===== src/steering_angle_select_smooth_macros.svh =====
// Assertion macros for the steering angle select and smooth block.
// Depends on nothing; included by the top level, which provides clk and rst.
`ifndef STEERING_ANGLE_SELECT_SMOOTH_MACROS_SVH
`define STEERING_ANGLE_SELECT_SMOOTH_MACROS_SVH
`ifndef SYNTHESIS
// Antecedent implies consequent in the same cycle.
`define SASS_ASSERT_SAME(label, ante, cons) \
  label: assert property (@(posedge clk) disable iff (rst) (ante) |-> (cons)) \
    else $error("assertion failed");
// Antecedent implies consequent in the next cycle.
`define SASS_ASSERT_NEXT(label, ante, cons) \
  label: assert property (@(posedge clk) disable iff (rst) (ante) |=> (cons)) \
    else $error("assertion failed");
`else
`define SASS_ASSERT_SAME(label, ante, cons)
`define SASS_ASSERT_NEXT(label, ante, cons)
`endif
`endif


===== src/sass_pkg.sv =====
// Shared types, widths and codes for the steering angle select and smooth block.
// Depends on nothing; the interfaces, memory, divider and top level import it.
`timescale 1ns / 1ps

package sass_pkg;

  localparam int HISTORY_DEPTH = 16;
  localparam int ANGLE_W = 16;
  localparam int IDX_W = (HISTORY_DEPTH > 1) ? $clog2(HISTORY_DEPTH) : 1;
  localparam int CNT_W = $clog2(HISTORY_DEPTH + 1);
  localparam int SUM_W = ANGLE_W + $clog2(HISTORY_DEPTH);
  localparam int DIVD_W = ANGLE_W + $clog2(HISTORY_DEPTH + 1);
  localparam int DVSR_W = $clog2(HISTORY_DEPTH + 2);
  localparam int WIN_W = 5;
  localparam int CMP_W = (WIN_W > DVSR_W) ? WIN_W : DVSR_W;
  localparam int MISS_W = 8;
  localparam int SPEED_W = 2;
  localparam int CFG_W = 5;
  localparam int CFG_IDX_W = 1;

  localparam logic [MISS_W-1:0] MISS_LIMIT = MISS_W'(5);
  localparam logic [MISS_W-1:0] MISS_MAX = '1;

  localparam logic [SPEED_W-1:0] SPEED_DEFAULT = 2'd0;
  localparam logic [SPEED_W-1:0] SPEED_CRUISE = 2'd1;
  localparam logic [SPEED_W-1:0] SPEED_STOP = 2'd2;

  localparam logic [CFG_IDX_W-1:0] CFG_LEFT_EN = 1'd0;
  localparam logic [CFG_IDX_W-1:0] CFG_WINDOW = 1'd1;

  typedef enum logic [1:0] {
    ST_IDLE,
    ST_UPDATE,
    ST_DIVIDE,
    ST_DONE
  } state_t;

  // One access to the history memory: an optional write and an optional read.
  typedef struct packed {
    logic               we;
    logic [IDX_W-1:0]   waddr;
    logic [ANGLE_W-1:0] wdata;
    logic               re;
    logic [IDX_W-1:0]   raddr;
  } ram_req_t;

endpackage


===== src/sass_if.sv =====
// Valid/ready channel interfaces for the proposal and command streams.
// Depends on sass_pkg for the angle and speed widths.
`timescale 1ns / 1ps

interface sass_in_if;
  import sass_pkg::*;
  logic               valid;
  logic               ready;
  logic               left_found;
  logic [ANGLE_W-1:0] left_angle;
  logic               right_found;
  logic [ANGLE_W-1:0] right_angle;

  modport source (output valid, left_found, left_angle, right_found, right_angle,
                  input ready);
  modport sink (input valid, left_found, left_angle, right_found, right_angle,
                output ready);
endinterface

interface sass_out_if;
  import sass_pkg::*;
  logic               valid;
  logic               ready;
  logic               angle_valid;
  logic [ANGLE_W-1:0] steer_angle;
  logic [SPEED_W-1:0] speed_mode;

  modport source (output valid, angle_valid, steer_angle, speed_mode, input ready);
  modport sink (input valid, angle_valid, steer_angle, speed_mode, output ready);
endinterface


===== src/sass_hist_ram.sv =====
// Angle history memory: one write and one registered read per cycle.
// Depends on sass_pkg for the depth, widths and request struct.
`timescale 1ns / 1ps

module sass_hist_ram (
  input  logic                        clk,
  input  sass_pkg::ram_req_t          req,
  output logic [sass_pkg::ANGLE_W-1:0] rd_data
);
  import sass_pkg::*;

  logic [ANGLE_W-1:0] mem [HISTORY_DEPTH];

  // Write port.
  always_ff @(posedge clk) begin
    if (req.we) begin
      mem[req.waddr] <= req.wdata;
    end
  end

  // Registered read port.
  always_ff @(posedge clk) begin
    if (req.re) begin
      rd_data <= mem[req.raddr];
    end
  end

endmodule


===== src/sass_div.sv =====
// Restoring divider, one quotient bit per cycle, for the history mean.
// Depends on sass_pkg for the dividend and divisor widths.
`timescale 1ns / 1ps

module sass_div (
  input  logic                        clk,
  input  logic                        rst,
  input  logic                        start,
  input  logic [sass_pkg::DIVD_W-1:0] dividend,
  input  logic [sass_pkg::DVSR_W-1:0] divisor,
  output logic                        done,
  output logic [sass_pkg::DIVD_W-1:0] quotient
);
  import sass_pkg::*;

  localparam int STEP_W = $clog2(DIVD_W + 1);

  logic              busy;
  logic [STEP_W-1:0] steps;
  logic [DVSR_W-1:0] rem;
  logic [DVSR_W-1:0] dvsr;
  logic [DIVD_W-1:0] quo;
  logic [DVSR_W:0]   trial;
  logic [DVSR_W:0]   diff;
  logic              fits;

  // Shift the next dividend bit into the remainder and try the subtraction.
  always_comb begin
    trial = {rem, quo[DIVD_W-1]};
    diff = trial - {1'b0, dvsr};
    fits = trial >= {1'b0, dvsr};
  end

  // Control: run DIVD_W steps after start, then pulse done.
  always_ff @(posedge clk) begin
    if (rst) begin
      busy <= 1'b0;
      done <= 1'b0;
      steps <= '0;
    end else begin
      done <= 1'b0;
      if (start) begin
        busy <= 1'b1;
        steps <= STEP_W'(DIVD_W);
      end else if (busy) begin
        steps <= steps - 1'b1;
        if (steps == STEP_W'(1)) begin
          busy <= 1'b0;
          done <= 1'b1;
        end
      end
    end
  end

  // Datapath: the dividend register fills with quotient bits from the right.
  always_ff @(posedge clk) begin
    if (start) begin
      rem <= '0;
      quo <= dividend;
      dvsr <= divisor;
    end else if (busy) begin
      rem <= fits ? diff[DVSR_W-1:0] : trial[DVSR_W-1:0];
      quo <= {quo[DIVD_W-2:0], fits};
    end
  end

  assign quotient = quo;

endmodule


===== src/steering_angle_select_smooth.sv =====
// Top level: target selection, miss counting, history update and output register.
// Depends on sass_pkg, sass_if, sass_hist_ram, sass_div and the assertion macros.
//
// Usage: each beat on the proposal channel carries one frame's left and right
// line proposals; each produces exactly one beat on the command channel with
// angle_valid, steer_angle and speed_mode. Both channels are valid/ready.
// Configuration is written through cfg_we, cfg_index and cfg_data while the
// block is idle: index 0 is left_line_enable, index 1 is smoothing_window.
// Sequencing: with no target or with smoothing off, the accepted proposal goes
// straight to the done state, which loads the output register. With smoothing on,
// an update state writes the history and starts the serial divider, which takes
// one dividend bit per step; its quotient is captured, then the output loaded.
// Flow: one proposal at a time; the next is taken the cycle after the
// previous command is loaded into the output register, even while that command
// still waits. If the receiver stalls, the finished command holds in its
// register and the next item waits there too.
// Reset: left_line_enable 1, smoothing_window 0, history empty, miss count 0.
// The history memory itself is not cleared; only written entries are read.
`timescale 1ns / 1ps
`include "steering_angle_select_smooth_macros.svh"

module steering_angle_select_smooth (
  input  logic                           clk,
  input  logic                           rst,
  input  logic                           cfg_we,
  input  logic [sass_pkg::CFG_IDX_W-1:0] cfg_index,
  input  logic [sass_pkg::CFG_W-1:0]     cfg_data,
  sass_in_if.sink                        proposal,
  sass_out_if.source                     command
);
  import sass_pkg::*;

  state_t state;
  state_t state_next;

  logic               left_line_enable;
  logic [WIN_W-1:0]   smoothing_window;
  logic [ANGLE_W-1:0] tgt;
  logic [IDX_W-1:0]   oldest_slot;
  logic [CNT_W-1:0]   history_count;
  logic [SUM_W-1:0]   history_sum;
  logic [MISS_W-1:0]  miss_count;
  logic               res_valid;
  logic [ANGLE_W-1:0] res_angle;
  logic [SPEED_W-1:0] res_speed;

  logic               in_acc;
  logic               out_load;
  logic               have_tgt;
  logic [ANGLE_W-1:0] tgt_c;
  logic [ANGLE_W:0]   pair_sum;
  logic [IDX_W:0]     tail_pos;
  logic [IDX_W-1:0]   tail_slot;
  logic [IDX_W-1:0]   oldest_inc;
  logic [DVSR_W-1:0]  cnt_inc;
  logic               hist_full;
  logic               hist_drop;
  logic [DIVD_W-1:0]  sum_add;
  logic [DIVD_W-1:0]  sum_swap;
  logic [ANGLE_W-1:0] rd_data;
  ram_req_t           ram_req;
  logic               div_start;
  logic               div_done;
  logic [DIVD_W-1:0]  quotient;

  sass_hist_ram u_ram (
    .clk     (clk),
    .req     (ram_req),
    .rd_data (rd_data)
  );

  sass_div u_div (
    .clk      (clk),
    .rst      (rst),
    .start    (div_start),
    .dividend (sum_add),
    .divisor  (cnt_inc),
    .done     (div_done),
    .quotient (quotient)
  );

  assign in_acc = proposal.valid && proposal.ready;
  assign out_load = (state == ST_DONE) && (!command.valid || command.ready);

  // Target choice from this frame's proposals.
  always_comb begin
    pair_sum = {1'b0, proposal.left_angle} + {1'b0, proposal.right_angle};
    have_tgt = 1'b1;
    tgt_c = '0;
    if (proposal.left_found && proposal.right_found && left_line_enable) begin
      tgt_c = pair_sum[ANGLE_W:1];
    end else if (proposal.left_found && left_line_enable) begin
      tgt_c = proposal.left_angle;
    end else if (proposal.right_found) begin
      tgt_c = proposal.right_angle;
    end else begin
      have_tgt = 1'b0;
    end
  end

  // History ring arithmetic for the update cycle.
  always_comb begin
    tail_pos = (IDX_W + 1)'(oldest_slot) + (IDX_W + 1)'(history_count);
    tail_slot = (tail_pos >= (IDX_W + 1)'(HISTORY_DEPTH)) ?
                IDX_W'(tail_pos - (IDX_W + 1)'(HISTORY_DEPTH)) : tail_pos[IDX_W-1:0];
    oldest_inc = (oldest_slot == IDX_W'(HISTORY_DEPTH - 1)) ? '0 : oldest_slot + 1'b1;
    cnt_inc = DVSR_W'(history_count) + 1'b1;
    hist_full = history_count == CNT_W'(HISTORY_DEPTH);
    hist_drop = CMP_W'(cnt_inc) > CMP_W'(smoothing_window);
    sum_add = DIVD_W'(history_sum) + DIVD_W'(tgt);
    sum_swap = sum_add - DIVD_W'(rd_data);
  end

  // Next state.
  always_comb begin
    state_next = state;
    case (state)
      ST_IDLE: begin
        if (in_acc) begin
          if (have_tgt && (smoothing_window != '0)) begin
            state_next = ST_UPDATE;
          end else begin
            state_next = ST_DONE;
          end
        end
      end
      ST_UPDATE: state_next = ST_DIVIDE;
      ST_DIVIDE: begin
        if (div_done) begin
          state_next = ST_DONE;
        end
      end
      ST_DONE: begin
        if (out_load) begin
          state_next = ST_IDLE;
        end
      end
      default: state_next = ST_IDLE;
    endcase
  end

  // Control outputs: ready, memory requests and divider start.
  always_comb begin
    proposal.ready = 1'b0;
    div_start = 1'b0;
    ram_req = '0;
    ram_req.raddr = oldest_slot;
    ram_req.wdata = tgt;
    ram_req.waddr = hist_full ? oldest_slot : tail_slot;
    case (state)
      ST_IDLE: begin
        proposal.ready = 1'b1;
        ram_req.re = 1'b1;
      end
      ST_UPDATE: begin
        ram_req.we = 1'b1;
        div_start = 1'b1;
      end
      default: begin
      end
    endcase
  end

  // Configuration registers.
  always_ff @(posedge clk) begin
    if (rst) begin
      left_line_enable <= 1'b1;
      smoothing_window <= '0;
    end else if (cfg_we) begin
      case (cfg_index)
        CFG_LEFT_EN: left_line_enable <= cfg_data[0];
        CFG_WINDOW: smoothing_window <= cfg_data[WIN_W-1:0];
        default: begin
        end
      endcase
    end
  end

  // Sequencer state, miss counter and history bookkeeping.
  always_ff @(posedge clk) begin
    if (rst) begin
      state <= ST_IDLE;
      miss_count <= '0;
      oldest_slot <= '0;
      history_count <= '0;
      history_sum <= '0;
    end else begin
      state <= state_next;
      if (in_acc) begin
        if (have_tgt) begin
          miss_count <= '0;
        end else if (miss_count != MISS_MAX) begin
          miss_count <= miss_count + 1'b1;
        end
      end
      if (state == ST_UPDATE) begin
        if (hist_full) begin
          history_sum <= SUM_W'(sum_swap);
          oldest_slot <= oldest_inc;
        end else if (hist_drop) begin
          history_sum <= SUM_W'(sum_swap);
          oldest_slot <= oldest_inc;
        end else begin
          history_sum <= SUM_W'(sum_add);
          history_count <= CNT_W'(cnt_inc);
        end
      end
    end
  end

  // Result payload of the item at work.
  always_ff @(posedge clk) begin
    if (in_acc) begin
      tgt <= tgt_c;
      res_valid <= have_tgt;
      if (have_tgt) begin
        res_angle <= tgt_c;
        res_speed <= SPEED_CRUISE;
      end else begin
        res_angle <= '0;
        res_speed <= (miss_count > MISS_LIMIT) ? SPEED_STOP : SPEED_DEFAULT;
      end
    end else if (div_done) begin
      res_angle <= quotient[ANGLE_W-1:0];
    end
  end

  // Output register toward the command channel.
  always_ff @(posedge clk) begin
    if (rst) begin
      command.valid <= 1'b0;
    end else if (out_load) begin
      command.valid <= 1'b1;
    end else if (command.ready) begin
      command.valid <= 1'b0;
    end
  end

  always_ff @(posedge clk) begin
    if (out_load) begin
      command.angle_valid <= res_valid;
      command.steer_angle <= res_angle;
      command.speed_mode <= res_speed;
    end
  end

  // Checks on the sequencer and the command payload.
  `SASS_ASSERT_NEXT(a_update_to_divide, state == ST_UPDATE, state == ST_DIVIDE)
  `SASS_ASSERT_SAME(a_done_in_divide, div_done, state == ST_DIVIDE)
  `SASS_ASSERT_NEXT(a_direct_path, in_acc && (smoothing_window == '0), state == ST_DONE)
  `SASS_ASSERT_SAME(a_stop_no_angle, command.valid && (command.speed_mode == SPEED_STOP),
                    !command.angle_valid)

endmodule

===== src/flat_wrapper.sv =====
// flat-port wrapper written by rule: the top's interface ports become plain ports
module steering_angle_select_smooth_flat import sass_pkg::*;
  (clk, rst, cfg_we, cfg_index, cfg_data, proposal_valid, proposal_left_found, proposal_left_angle, proposal_right_found, proposal_right_angle, proposal_ready, command_valid, command_angle_valid, command_steer_angle, command_speed_mode, command_ready);
  sass_in_if proposal_i ();
  sass_out_if command_i ();
  input  logic clk;
  input  logic rst;
  input  logic cfg_we;
  input  logic [sass_pkg::CFG_IDX_W-1:0] cfg_index;
  input  logic [sass_pkg::CFG_W-1:0] cfg_data;
  input wire logic [$bits(proposal_i.valid)-1:0] proposal_valid;
  input wire logic [$bits(proposal_i.left_found)-1:0] proposal_left_found;
  input wire logic [$bits(proposal_i.left_angle)-1:0] proposal_left_angle;
  input wire logic [$bits(proposal_i.right_found)-1:0] proposal_right_found;
  input wire logic [$bits(proposal_i.right_angle)-1:0] proposal_right_angle;
  output wire logic [$bits(proposal_i.ready)-1:0] proposal_ready;
  output wire logic [$bits(command_i.valid)-1:0] command_valid;
  output wire logic [$bits(command_i.angle_valid)-1:0] command_angle_valid;
  output wire logic [$bits(command_i.steer_angle)-1:0] command_steer_angle;
  output wire logic [$bits(command_i.speed_mode)-1:0] command_speed_mode;
  input wire logic [$bits(command_i.ready)-1:0] command_ready;
  assign proposal_i.valid = proposal_valid;
  assign proposal_i.left_found = proposal_left_found;
  assign proposal_i.left_angle = proposal_left_angle;
  assign proposal_i.right_found = proposal_right_found;
  assign proposal_i.right_angle = proposal_right_angle;
  assign proposal_ready = proposal_i.ready;
  assign command_valid = command_i.valid;
  assign command_angle_valid = command_i.angle_valid;
  assign command_steer_angle = command_i.steer_angle;
  assign command_speed_mode = command_i.speed_mode;
  assign command_i.ready = command_ready;
  steering_angle_select_smooth u_core (.clk(clk), .rst(rst), .cfg_we(cfg_we), .cfg_index(cfg_index), .cfg_data(cfg_data), .proposal(proposal_i), .command(command_i));
endmodule

===== config.mk =====
export PLATFORM = sky130hd
export DESIGN_NAME = steering_angle_select_smooth_flat
export DESIGN_NICKNAME = d
export VERILOG_FILES = /design/src/sass_pkg.sv /design/src/sass_if.sv /design/src/sass_hist_ram.sv /design/src/sass_div.sv /design/src/steering_angle_select_smooth.sv /design/src/flat_wrapper.sv
export VERILOG_INCLUDE_DIRS = /design/src /design/src/src
export SDC_FILE = /design/constraint.sdc
export NUM_CORES = 1
export LEC_CHECK = 0
export BUFFER_PORTS_ARGS = -buffer_cell sky130_fd_sc_hd__buf_2
export CORE_MARGIN = 5
export CORE_UTILIZATION = 40
export DETAILED_ROUTE_END_ITERATION = 8
export GPL_TIMING_DRIVEN = 0
export PLACE_DENSITY_LB_ADDON = 0.2
export SETUP_SLACK_MARGIN = 0.2
export SLEW_MARGIN = 0
export SYNTH_ARGS = -nofsm -noshare
export SYNTH_HDL_FRONTEND = slang
export SYNTH_SLANG_ARGS = --single-unit

===== constraint.sdc =====
create_clock -name clk -period 5.5 [get_ports clk]
set_clock_uncertainty 0.1 [all_clocks]
set_input_delay 0.275 -clock clk [delete_from_list [all_inputs] [get_ports clk]]
set_output_delay 0.275 -clock clk [all_outputs]
set_load 0.02 [all_outputs]

# After elaboration in Yosys (flattened, before gate mapping)
# Memories as Yosys holds them, arrays and structs flattened. A register that Yosys moved wholly into a read port is not among the register bits.
# Index checks and enable logic that the tools add are counted.
# totals
ff_bits	138
mem_bits_rw	256
in_bits	45
output_inout_bits	21
wordCells	113
memories	1
# mem_list
name	words	word_bits	read_ports	rd_clocked_by_memory_dff	wr	line	text
u_core.u_ram.mem	16	16	1	1	1	sass_hist_ram.sv:12	logic [ANGLE_W-1:0] mem [HISTORY_DEPTH];
# classes
addsub	10
n_lt_le_gt_ge	4
n_eq_ne	10
n_mux	39
bitwise_logic	4
reduce_logical	23
# op_table
operator	n
16-bit 2-to-1 mux	6
21-bit 2-to-1 mux	2
20-bit 2-to-1 mux	2
20-bit by 16-bit adder with 21-bit output	1
4-bit 2-to-1 mux	5
20-bit by 16-bit subtractor with 20-bit output	1
16-bit by 16-bit adder with 17-bit output	1
8-bit 2-to-1 mux	2
5-bit 2-to-1 mux	3
1-bit 2-to-1 mux	13
2-bit 2-to-1 mux	5
2-bit nonzero test	5
8-bit by 1-bit adder with 8-bit output, second input constant	1
8-bit by 3-bit > comparator with 1-bit output, second input constant	1
8-bit != test, second input constant	1
2-bit one-hot mux with 4 select lines	1
2-bit AND reduction	4
6-bit by 5-bit greater-or-equal comparator with 1-bit output	1
1-bit logical AND	6
3-bit AND reduction	2
4-bit by 5-bit adder with 5-bit output	1
5-bit by 1-bit adder with 5-bit output, second input constant	1
5-bit by 1-bit equality test with 1-bit output, second input constant	1
5-bit equality test, second input constant	1
other kinds (18)	23

# Logic depth before layout (Yosys ltp)
# Gate-level depths: netlist of the first run.
# logic_depth
depth_word	7
ltp_mapped	19

# Modules after synthesis
# A second synthesis of the first run with hierarchy kept.
# hier_totals
cells_unflattened	1348
hier_area_um2	18959.4
# by_module_without_submodules
mod	n_inst	cells_per_inst	area_per_inst_um2	seq_area_each_um2
sass_hist_ram	1	432	10202.3	8167.8
steering_angle_select_smooth	1	779	6971.7	2542.4
sass_div	1	137	1785.5	1021.0

# Least setup slack after synthesis of the first run
# OpenSTA, ideal clock, no wires.
# synth_path
kind	register to register
startpoint	register u_core.tgt[0]
endpoint	register u_core.history_sum[19]
setup_ns	0.134
arrival_time_ns	4.542
required_time_ns	5.266
setup_slack_ns	0.724
stages_incl_launch_ff	19
n_path_buf	0
cell_sequence	edfxtp_1 -> ha_1 -> fa_1 -> a211oi_1 -> nor2_1 -> o211ai_1 -> nand2_1 -> a21o_1 -> a21oi_1 -> xnor2_1 -> ha_1 -> a21o_1 -> a22o_4 -> o31a_1 -> o21ai_2 -> nand2_2 -> o311ai_1 -> o21ba_1 -> or4_1
# synth_via
elab_chain_len	4
# synth_rtl
element	line	text
start: declaration	steering_angle_select_smooth.sv:38	logic [ANGLE_W-1:0] tgt;
start signal: assignment	steering_angle_select_smooth.sv:214	tgt <= tgt_c;
20-bit by 16-bit adder with 21-bit output *	steering_angle_select_smooth.sv:110	sum_add = DIVD_W'(history_sum) + DIVD_W'(tgt);
20-bit by 16-bit subtractor with 20-bit output	steering_angle_select_smooth.sv:111	sum_swap = sum_add - DIVD_W'(rd_data);
20-bit 2-to-1 mux	steering_angle_select_smooth.sv:200	end else if (hist_drop) begin
20-bit 2-to-1 mux *	steering_angle_select_smooth.sv:197	if (hist_full) begin
end signal: assignment	steering_angle_select_smooth.sv:198	history_sum <= SUM_W'(sum_swap);
end signal: assignment	steering_angle_select_smooth.sv:201	history_sum <= SUM_W'(sum_swap);
end signal: assignment	steering_angle_select_smooth.sv:204	history_sum <= SUM_W'(sum_add);
end: declaration	steering_angle_select_smooth.sv:41	logic [SUM_W-1:0] history_sum;
# Every way passes the cells marked *; elsewhere a longest branch is shown, timed or not.
# A chain may end at the register's enable or synchronous reset.

# Final worst setup path of the first run
# Same ends and word-level chain as after synthesis.

==> results of run 1 <==
[repair_timing]
| action | in CTS | in global routing |
|---|---|---|
| setup endpoints to repair | 3 | 4 |
| buffers inserted | 3 | 9 |
| hold endpoints to repair | 9 | 0 |
| pin swaps | 0 | 3 |
| gates resized for setup | 0 | 5 |
| hold buffers | 13 | 0 |
[metal layers]
| layer | up-vias | GRT usage | share of wire |
|---|---|---|---|
| li1 | 5402 | - | - |
| met1 | 5802 | 0.252 | 0.46 |
| met2 | 239 | 0.281 | 0.47 |
| met3 | 71 | 0.0281 | 0.048 |
| met4 | 0 | 0.0403 | 0.020 |
| met5 | - | 0 | 0 |
[tightest hold or removal path, stage by stage]
cell and delay [ns]:
buf_2 0.09, nand3_1 0.07, nand3_1 0.12
[power breakdown]
group	internal, W	switching (W)
combinational	0.00182	0.00252
clock	0.00163	0.00121
sequential	0.00412	0.000298
total	0.00757	0.00403
[per-stage QoR]
step	total power, W	setup TNS (ns)	std cells
6_report	0.0116	0	2119
5_1_grt	0.0124	0	2119
4_1_cts	0.0116	0	2110
3_5_place_dp	0.00873	-0.0264	2017
3_3_place_gp	0.00861	0	2000
2_1_floorplan	0.00758	0	1329
[worst max-delay path by stage]
stage,cells past startpoint,endpoint,from
floorplan,18,u_core.history_sum[19]$_SDFFE_PP0P_,u_core.tgt[0]$_DFFE_PP_
global placement,18,u_core.history_sum[19]$_SDFFE_PP0P_,u_core.tgt[0]$_DFFE_PP_
detailed placement,18,u_core.history_sum[19]$_SDFFE_PP0P_,u_core.tgt[0]$_DFFE_PP_
CTS,18,u_core.history_sum[19]$_SDFFE_PP0P_,u_core.tgt[0]$_DFFE_PP_
global route,18,u_core.history_sum[19]$_SDFFE_PP0P_,u_core.tgt[0]$_DFFE_PP_
finish,18,u_core.history_sum[19]$_SDFFE_PP0P_,u_core.tgt[0]$_DFFE_PP_
[logic make-up (layout without fill, tap and decap cells)]
| family | after synthesis | after routing |
|---|---|---|
| flip-flops | 410 | 410 |
| adder cells (fa/ha/maj) | 77 | 77 |
| buffers and inverters | 113 | 296 |
| AO/OA/AOI/OAI | 230 | 230 |
| AND/OR/NAND/NOR | 316 | 316 |
| XOR/XNOR | 58 | 58 |
| multiplexers | 125 | 125 |
[synthesized netlist by cell type (all sizes together) (26+ instances only)]
| cell type | count |
|---|---|
| nand3 | 28 |
| o21ai | 53 |
| inv | 60 |
| edfxtp | 352 |
| clkbuf | 43 |
| nor2 | 110 |
| mux2 | 30 |
| dfxtp | 58 |
| ha | 72 |
| xnor2 | 26 |
| xor2 | 32 |
| mux4 | 80 |
| a21oi | 63 |
| nand2 | 93 |
[cell type report]
cell class                 count  area, µm²  share of cell area
sequential                   410      11700               0.534
multi-input combinational    806       6870               0.313
clock buffer                  49       1100              0.0500
timing repair buffer         106        821              0.0373
tap                          607        759              0.0345
clock inverter                28        260              0.0118
inverter                      60        225              0.0102
buffer                        53        219             0.00996
[sequential cells by signal (all words and copies together) (netlist names), 8 cells and up]
name / count
u_core.u_div.quotient: 21
u_core.command.steer_angle: 16
u_core.u_ram.mem: 256
u_core.miss_count: 8
u_core.tgt: 16
u_core.history_sum: 20
u_core.res_angle: 16
u_core.u_ram.rd_data: 16
==> flow_summary.toml, run 1 <==
[floorplan]
dieArea_um2 = 51900
pin_count = 66
initial_core_util = 0.406
die_height_um = 228
rows = 79
die_x_um = 228
coreArea_um2 = 46800

[drt]
drtIter0Drc = 879
drcViolationCount = 0
ant_nets = 0
drtPass1Iterations = 5
vias = 11514
viasPerCell = 5.43
post_drt_wl_per_cell_um = 21.7
finalWirelength_um = 46000

[timing]
min_period_over_period = 0.900
hold_violations = 0
slew_violations = 0
rsz0062_at_grt = "false"
relSlewSlack = 0.258
hold_ws_ns = 0.0276
setup_violations = 0
clock.fmax_ghz = 0.202
worstMarginPinSlew_ns = 1.11
setup_ws_ns = 0.551
period_minus_slack_ns = 4.95

[worst_hold_path]
hold_depth = 3
min_to = "u_core.tgt[8]$_DFFE_PP_"
min_from = "proposal_right_angle[8]"
hold_class = "in -> reg"

[clock_network]
cts_made_buffers = 43
cts_tree = "yes"
clkTransAtPathRegs_ns = 0.06
worst_skew_pair.late_latency_ns = 0.56
cts.sinks = 410
clk_path_buf_depth = 3
cts_max_level = 2
cts_root_buf = "clkbuf_16"

[worst_setup_path]
start_kind = "flip-flop"
path_cells = "ha_1 > fa_2 > a211oi_1 > nor2_1 > o211ai_1 > nand2_2 > a21o_1 > a21oi_2 > xnor2_2 > ha_4 > a21o_1 > a22o_4 > o31a_1 > o21ai_2 > nand2_2 > o311ai_1 > o21ba_1 > or4_1"
end_kind = "flip-flop"
reg2reg_slack_ns = 0.55
worstSetupPathType = "reg -> reg"
path_max_fanout = 6
critPathBufInv = 0
r2r_end = "u_core.history_sum[19]$_SDFFE_PP0P_"
path_delay_family = "compound AO/OA/AOI/OAI gates"
slowest_delay_ns = 0.50
rr_startpoint = "u_core.tgt[0]$_DFFE_PP_"
crit_required_ns = 5.83
critPathSlowestCell = "or4_1"
r2r_cells = 18
critPathArrivalTime_ns = 5.28

[logic_synthesis]
yosys.area_share.adder = 0.0528
ys.warnings.count = 0
synth_area_per_cell_um2 = 14.3
synth_xor_xnor_area_share = 0.0268
syn_area_um2 = 19000
synth.area.mux_share = 0.121
synth-edff-count = 352
syn_inst = 1329
synth_top_area_frac = 0.557
synth-simple-area-share = 0.0762
synthTopCellsByArea = "edfxtp_1 56%, mux4_2 9.5%, dfxtp_1 6.1%, ha_1 4.7%, nor2_1 2.2%"
synth_top_family_by_area = "multiplexers"
yosysUniqueCellTypes = 76
synth_flop_cell = "edfxtp_1"
yosysSeqAreaShare = 0.618
syn_nets = 1451
yosys.area.top_type = "edfxtp_1"
ys_async_sr_fraction = 0
synth_compound_area_frac = 0.0818
synth-seq-cells = 410

[cells_and_area]
fill_cells = 4144
nNetsFinal = 1602
area_growth_pct = 15.9
final_common_cell = "edfxtp_1"
layout_common_cells = "352 x edfxtp_1, 94 x nor2_1, 91 x nand2_1"
postLayoutCellArea_um2 = 22000
utilization = 0.470
drive_gt1_frac = 0.209
insertedDiodeCount = 0

[place]
gp_congestion = 0.854
placed_area_um2 = 20400
dp_slack_ns = -0.0264
io_buffers = 64
dp.final_hpwl_um = 33100

[power]
p_per_area_nw_per_um2 = 528
static-leakage-power_nw = 7.71
ir_drop_uv = 315

[global_route]
grt_pass1_wl_um = 70500
overflow = 0
grt_pass1_vias = 11609
track_usage = 0.175
antenna_found_initial = 0
grt_max_degree = 29

[status]
status = "finished, final reports clean"

[job]
cap_viol_max_count = 0
Note: power is estimated with default switching activity, not from simulation.
==> inputs of run 2 (changes only) <==
REMOVE_ABC_BUFFERS = 1   (was unset)
==> run 2 against run 1 <==
Count of clock-buffer cells in the layout fell by 2. Critical path type unchanged. Non-clock buffer count fell by 56. First-iteration DRC count fell by 7.5%. Sequential share of layout area grew 0.35 points. Flip-flop and latch count did not move. Register-to-register slack lost 0.13 ns. Sequential power increased by 2%. Wire length down 9.7%. Critical path depth unchanged.
==> flow_summary.toml, run 2 (synthesis gave the netlist of run 1 again) <==
[cells_and_area]
largest-register = "u_core.u_ram.mem"
stdcell_count = 2066
final_common_cell = "edfxtp_1"
largest_reg_flops = 256
layout_common_cells = "352 x edfxtp_1, 94 x nor2_1, 91 x nand2_1"
nNetsFinal = 1546
area_growth_pct = 15.2
drive_gt1_frac = 0.215

[power]
p_per_area_nw_per_um2 = 526
switching_share = 0.341
p_seq_frac = 0.393
p_switching_w = 0.00392
intPower_w = 0.00758
p_clk_frac = 0.255
static-leakage-power_nw = 7.65
ir_drop_uv = 224
combPwrFrac = 0.352

[worst_setup_path]
critPathArrivalTime_ns = 5.40
crit_required_ns = 5.82
path_delay_family = "compound AO/OA/AOI/OAI gates"
critPathBufInv = 0
worstSetupPathType = "reg -> reg"
slowest_delay_ns = 0.50
critPathSlowestCell = "or4_1"
end_kind = "flip-flop"
start_kind = "flip-flop"
path_max_fanout = 6
path_cells = "ha_1 > fa_1 > a211oi_1 > nor2_1 > o211ai_1 > nand2_2 > a21o_1 > a21oi_2 > xnor2_2 > ha_2 > a21o_1 > a22o_4 > o31a_1 > o21ai_2 > nand2_2 > o311ai_1 > o21ba_1 > or4_1"

[job]
cap_viol_max_count = 0

[timing]
relSlewSlack = 0.0914
worstMarginPinSlew_ns = 1.36
slew_violations = 0
min_period_over_period = 0.924
rsz0062_at_grt = "false"
clock.fmax_ghz = 0.197
period_minus_slack_ns = 5.08
setup_violations = 0
hold_violations = 0
setup_ws_ns = 0.417

[drt]
drcViolationCount = 0
ant_nets = 0
post_drt_wl_per_cell_um = 20.1
drtIter0Drc = 813
vias = 11046
drtPass1Iterations = 5
viasPerCell = 5.35
finalWirelength_um = 41500

[place]
place_inst = 1967
gp_congestion = 0.821
dp.final_hpwl_um = 28600
dp_slack_ns = 0.0200
io_buffers = 65

[floorplan]
die_x_um = 228
coreArea_um2 = 46800
die_height_um = 228
rows = 79
initial_core_util = 0.406
pin_count = 66
dieArea_um2 = 51900

[clock_network]
cts_root_buf = "clkbuf_16"
cts.sinks = 410
cts_tree = "yes"
cts_made_buffers = 43
worst_skew_pair.late_latency_ns = 0.56
clk_path_buf_depth = 3
cts_max_level = 2
clkTransAtPathRegs_ns = 0.07

[global_route]
overflow = 0
grt_max_degree = 70
antenna_found_initial = 0
grt_pass1_wl_um = 65600
track_usage = 0.159
grt_pass1_vias = 11301

[worst_hold_path]
hold_class = "in -> reg"

[status]
status = "finished, final reports clean"
[run 2: cell types whose count changed in the layout (fill, tap and decap cells not counted), moves of 2 or more]
cell,before,now
clkbuf_1,49,4
buf_4,14,5
buf_1,3,0
buf_2,68,65
clkinv_1,10,7
clkinvlp_4,1,4
dfxtp_1,58,55
clkinv_4,1,3
dfxtp_4,0,2
inv_6,1,3
[run 2: timing repair]
item	CTS	global route
cloned	0	0
pin swaps	0	2
hold buffers	14	0
resized for setup	0	4
hold endpoints to repair	9	0
setup endpoints to repair	1	4
buffers inserted	1	4
[run 2: cell type report]
type | instances | area (µm²)
Clock buffer | 47 | 1090
Sequential cell | 410 | 11700
Inverter | 60 | 225
Tap cell | 607 | 759
Antenna cell | 1 | 2.50
Clock inverter | 32 | 345
Timing Repair Buffer | 103 | 826
Multi-Input combinational cell | 806 | 6870
Fill cell | 4071 | 24900
[run 2: per-layer routing]
layer  vias to the layer above  wire length (µm)  GRT usage
met5                         -                 0          0
li1                       5283                 -          -
met2                       157             20500      0.272
met4                         0               833     0.0339
met1                      5558             18800      0.217
met3                        48              1430     0.0237
[run 2: stage by stage]
step                hold slack [ns]  instance area [µm²]  power [W]   util  TNS, ns
finish                       0.0670                21900     0.0115  0.468        0
global placement              0.302                19800    0.00854  0.424  -591.08
floorplan                     0.244                18800    0.00757      -        0
detailed placement            0.305                20200    0.00860  0.433        0
CTS                          0.0325                21800     0.0116  0.466        0
global route                 0.0887                21900     0.0123  0.467        0
[run 2: final timing paths]
| check | start | end | slack [ns] | cells past startpoint |
|---|---|---|---|---|
| worst max-delay path | u_core.tgt[0]$_DFFE_PP_ | u_core.history_sum[19]$_SDFFE_PP0P_ | 0.42 | 18 |
| worst min-delay path | cfg_index | u_core.smoothing_window[4]$_SDFFE_PP0P_ | 0.07 | 4 |
| worst max register to register | u_core.tgt[0]$_DFFE_PP_ | u_core.history_sum[19]$_SDFFE_PP0P_ | 0.42 | 18 |
| worst min register to register | u_core.res_angle[11]$_DFFE_PP_ | u_core.command.steer_angle[11]$_DFFE_PP_ | 0.32 | 0 |
[run 2: worst register-to-register path: stages, from the launching register on]
cell	delay, ns
edfxtp_1	0.40
ha_1	0.27
fa_1	0.45
a211oi_1	0.25
nor2_1	0.14
o211ai_1	0.29
nand2_2	0.17
a21o_1	0.22
a21oi_2	0.17
xnor2_2	0.17
ha_2	0.36
a21o_1	0.22
a22o_4	0.28
o31a_1	0.26
o21ai_2	0.15
nand2_2	0.13
o311ai_1	0.26
o21ba_1	0.17
or4_1	0.50
[run 2: power by group through the flow]
stage	logic (W)	registers (W)	clock network, W
after floorplan	0.00307	0.00450	0
after global placement	0.00386	0.00468	0
after detailed placement	0.00396	0.00464	0
after CTS	0.00401	0.00457	0.00300
after global routing	0.00454	0.00460	0.00314
final	0.00405	0.00452	0.00293
==> inputs of run 3 (changes only) <==
CTS_BUF_LIST = sky130_fd_sc_hd__clkbuf_2   (was unset)
PLACE_DENSITY_LB_ADDON = 0.12   (was 0.2)
==> run 3 against run 2 <==
First-iteration DRC count is 3.2% lower. Worst hold slack better by 0.10 ns. Cell area is 1.6% higher. Flip-flop and latch count stayed put. Wire length is 6.6% higher. Combinational power is 4% higher. Largest cell class unchanged. Critical endpoint unchanged. Largest power group unchanged.
==> flow_summary.toml, run 3 (synthesis gave the netlist of run 1 again) <==
[worst_setup_path]
crit_required_ns = 6.32
cp.depth = 18
critPathBufInv = 0
path_delay_family = "compound AO/OA/AOI/OAI gates"
worstSetupPathType = "reg -> reg"
end_kind = "flip-flop"
reg2reg_slack_ns = 0.49
critPathSlowestCell = "or4_1"
critPathArrivalTime_ns = 5.82
slowest_delay_ns = 0.50
r2r_cells = 18
start_kind = "flip-flop"
path_max_fanout = 6
path_cells = "ha_1 > fa_1 > a211oi_1 > nor2_1 > o211ai_1 > nand2_2 > a21o_1 > a21oi_2 > xnor2_2 > ha_4 > a21o_1 > a22o_4 > o31a_1 > o21ai_2 > nand2_2 > o311ai_1 > o21ba_1 > or4_1"

[power]
fin_total_pwr_w = 0.0107
p_clk_frac = 0.188
p_per_area_nw_per_um2 = 483
switching_share = 0.372
combPwrFrac = 0.394
p_switching_w = 0.00399
static-leakage-power_nw = 8.04
ir_drop_uv = 235
intPower_w = 0.00673
p_seq_frac = 0.418

[clock_network]
cts_max_level = 3
cts_root_buf = "clkbuf_2"
clkTransAtPathRegs_ns = 0.11
cts_made_buffers = 102
clk_path_buf_depth = 3
worst_skew_pair.late_latency_ns = 1.08
cts.sinks = 410
cts_tree = "yes"

[cells_and_area]
area_growth_pct = 17.0
final_common_cell = "edfxtp_1"
layout.area.seq_um2 = 11700
multiInputGateArea_um2 = 6890
largest-register = "u_core.u_ram.mem"
drive_gt1_frac = 0.253
largest_reg_flops = 256
fill_cells = 4184
layout_common_cells = "352 x edfxtp_1, 156 x clkbuf_2, 94 x nor2_1"
nNetsFinal = 1683
stdcell_count = 2251

[drt]
wl_met1_um = 20000
vias = 11737
top_signal_layer_used = "met4"
drcViolationCount = 0
drtIter0Drc = 787
drtPass1Iterations = 5
finalWirelength_um = 44300
met3_length_um = 2040
viasPerCell = 5.21
post_drt_wl_per_cell_um = 19.7
ant_nets = 0
wl_met2_um = 21000

[worst_hold_path]
hold_depth = 4
hold_class = "in -> reg"

[place]
gp_congestion = 0.829
dp.final_hpwl_um = 29100
io_buffers = 65
place_inst = 1967

[floorplan]
initial_core_util = 0.406
dieArea_um2 = 51900
rows = 79
pin_count = 66
die_height_um = 228
coreArea_um2 = 46800
die_x_um = 228

[timing]
relSlewSlack = 0.103
slew_violations = 0
clock.fmax_ghz = 0.200
worstMarginPinSlew_ns = 1.34
setup_violations = 0
min_period_over_period = 0.910
fin_setup_tns_ns = 0
rsz0062_at_grt = "false"
hold_violations = 0
period_minus_slack_ns = 5.01

[global_route]
antenna_found_initial = 3
grt_pass1_vias = 12123
overflow = 0
track_usage = 0.171
grt_pass1_wl_um = 69600
grt_max_degree = 50

[status]
status = "finished, final reports clean"

[job]
cap_viol_max_count = 0
## run 3: changes by cell type in the layout (fill, tap and decap cells not counted), moves of 5 or more
cell and change:
clkbuf_16 -43, bufinv_16 -5, buf_8 -5, clkinv_2 -7, clkinv_1 +14, dlygate4sd3_1 +74, clkbuf_2 +156
## run 3: cell type report
class                      count  area share
clock inverter                28     0.00626
antenna                        3    0.000338
sequential                   410       0.529
multi-input combinational    806       0.311
timing repair buffer         181      0.0744
inverter                      60      0.0101
tap                          607      0.0342
clock buffer                 156      0.0352
## run 3: power by group through the flow
stage / combinational (W) / sequential (W) / clock, W
global placement: 0.00391 / 0.00468 / 0
detailed placement: 0.00402 / 0.00463 / 0
finish: 0.00422 / 0.00448 / 0.00201
global route: 0.00471 / 0.00455 / 0.00229
CTS: 0.00415 / 0.00453 / 0.00211
floorplan: 0.00307 / 0.00450 / 0
## run 3: worst paths after layout
| path | start | endpoint |
|---|---|---|
| max | u_core.tgt[0]$_DFFE_PP_ | u_core.history_sum[19]$_SDFFE_PP0P_ |
| min | proposal_left_angle[10] | u_core.tgt[10]$_DFFE_PP_ |
| max reg2reg | u_core.tgt[0]$_DFFE_PP_ | u_core.history_sum[19]$_SDFFE_PP0P_ |
| min reg2reg | u_core.res_angle[13]$_DFFE_PP_ | u_core.command.steer_angle[13]$_DFFE_PP_ |
## run 3: worst reg2reg max path: stages (launching register included)
cell	delay, ns
edfxtp_1	0.42
ha_1	0.27
fa_1	0.45
a211oi_1	0.23
nor2_1	0.14
o211ai_1	0.28
nand2_2	0.15
a21o_1	0.21
a21oi_2	0.18
xnor2_2	0.19
ha_4	0.28
a21o_1	0.21
a22o_4	0.29
o31a_1	0.25
o21ai_2	0.15
nand2_2	0.13
o311ai_1	0.26
o21ba_1	0.18
or4_1	0.50
## run 3: routing by layer
| metal | up-vias | track usage |
|---|---|---|
| met5 | - | 0 |
| met4 | 0 | 0.0582 |
| met3 | 88 | 0.0411 |
| met2 | 252 | 0.280 |
| met1 | 5759 | 0.226 |
| li1 | 5638 | - |
## run 3: what timing repair did
action                                  CTS  global route
resized for setup                         0             6
endpoints found under the hold margin   120             0
buffers inserted                          4             5
endpoints found under the setup margin    3             2
hold buffers                             88             0
pin swaps                                 0             2
## run 3: per-stage QoR
step	instance area (µm²)	hold slack, ns	utilization	setup WS (ns)
finish	22200	0.170	0.475	0.492
global route	22200	0.0511	0.475	0.192
CTS	22100	0.0215	0.473	0.258
detailed placement	20300	0.305	0.434	-0.0491
global placement	19800	0.301	0.424	-2.65
floorplan	18800	0.244	-	0.0598
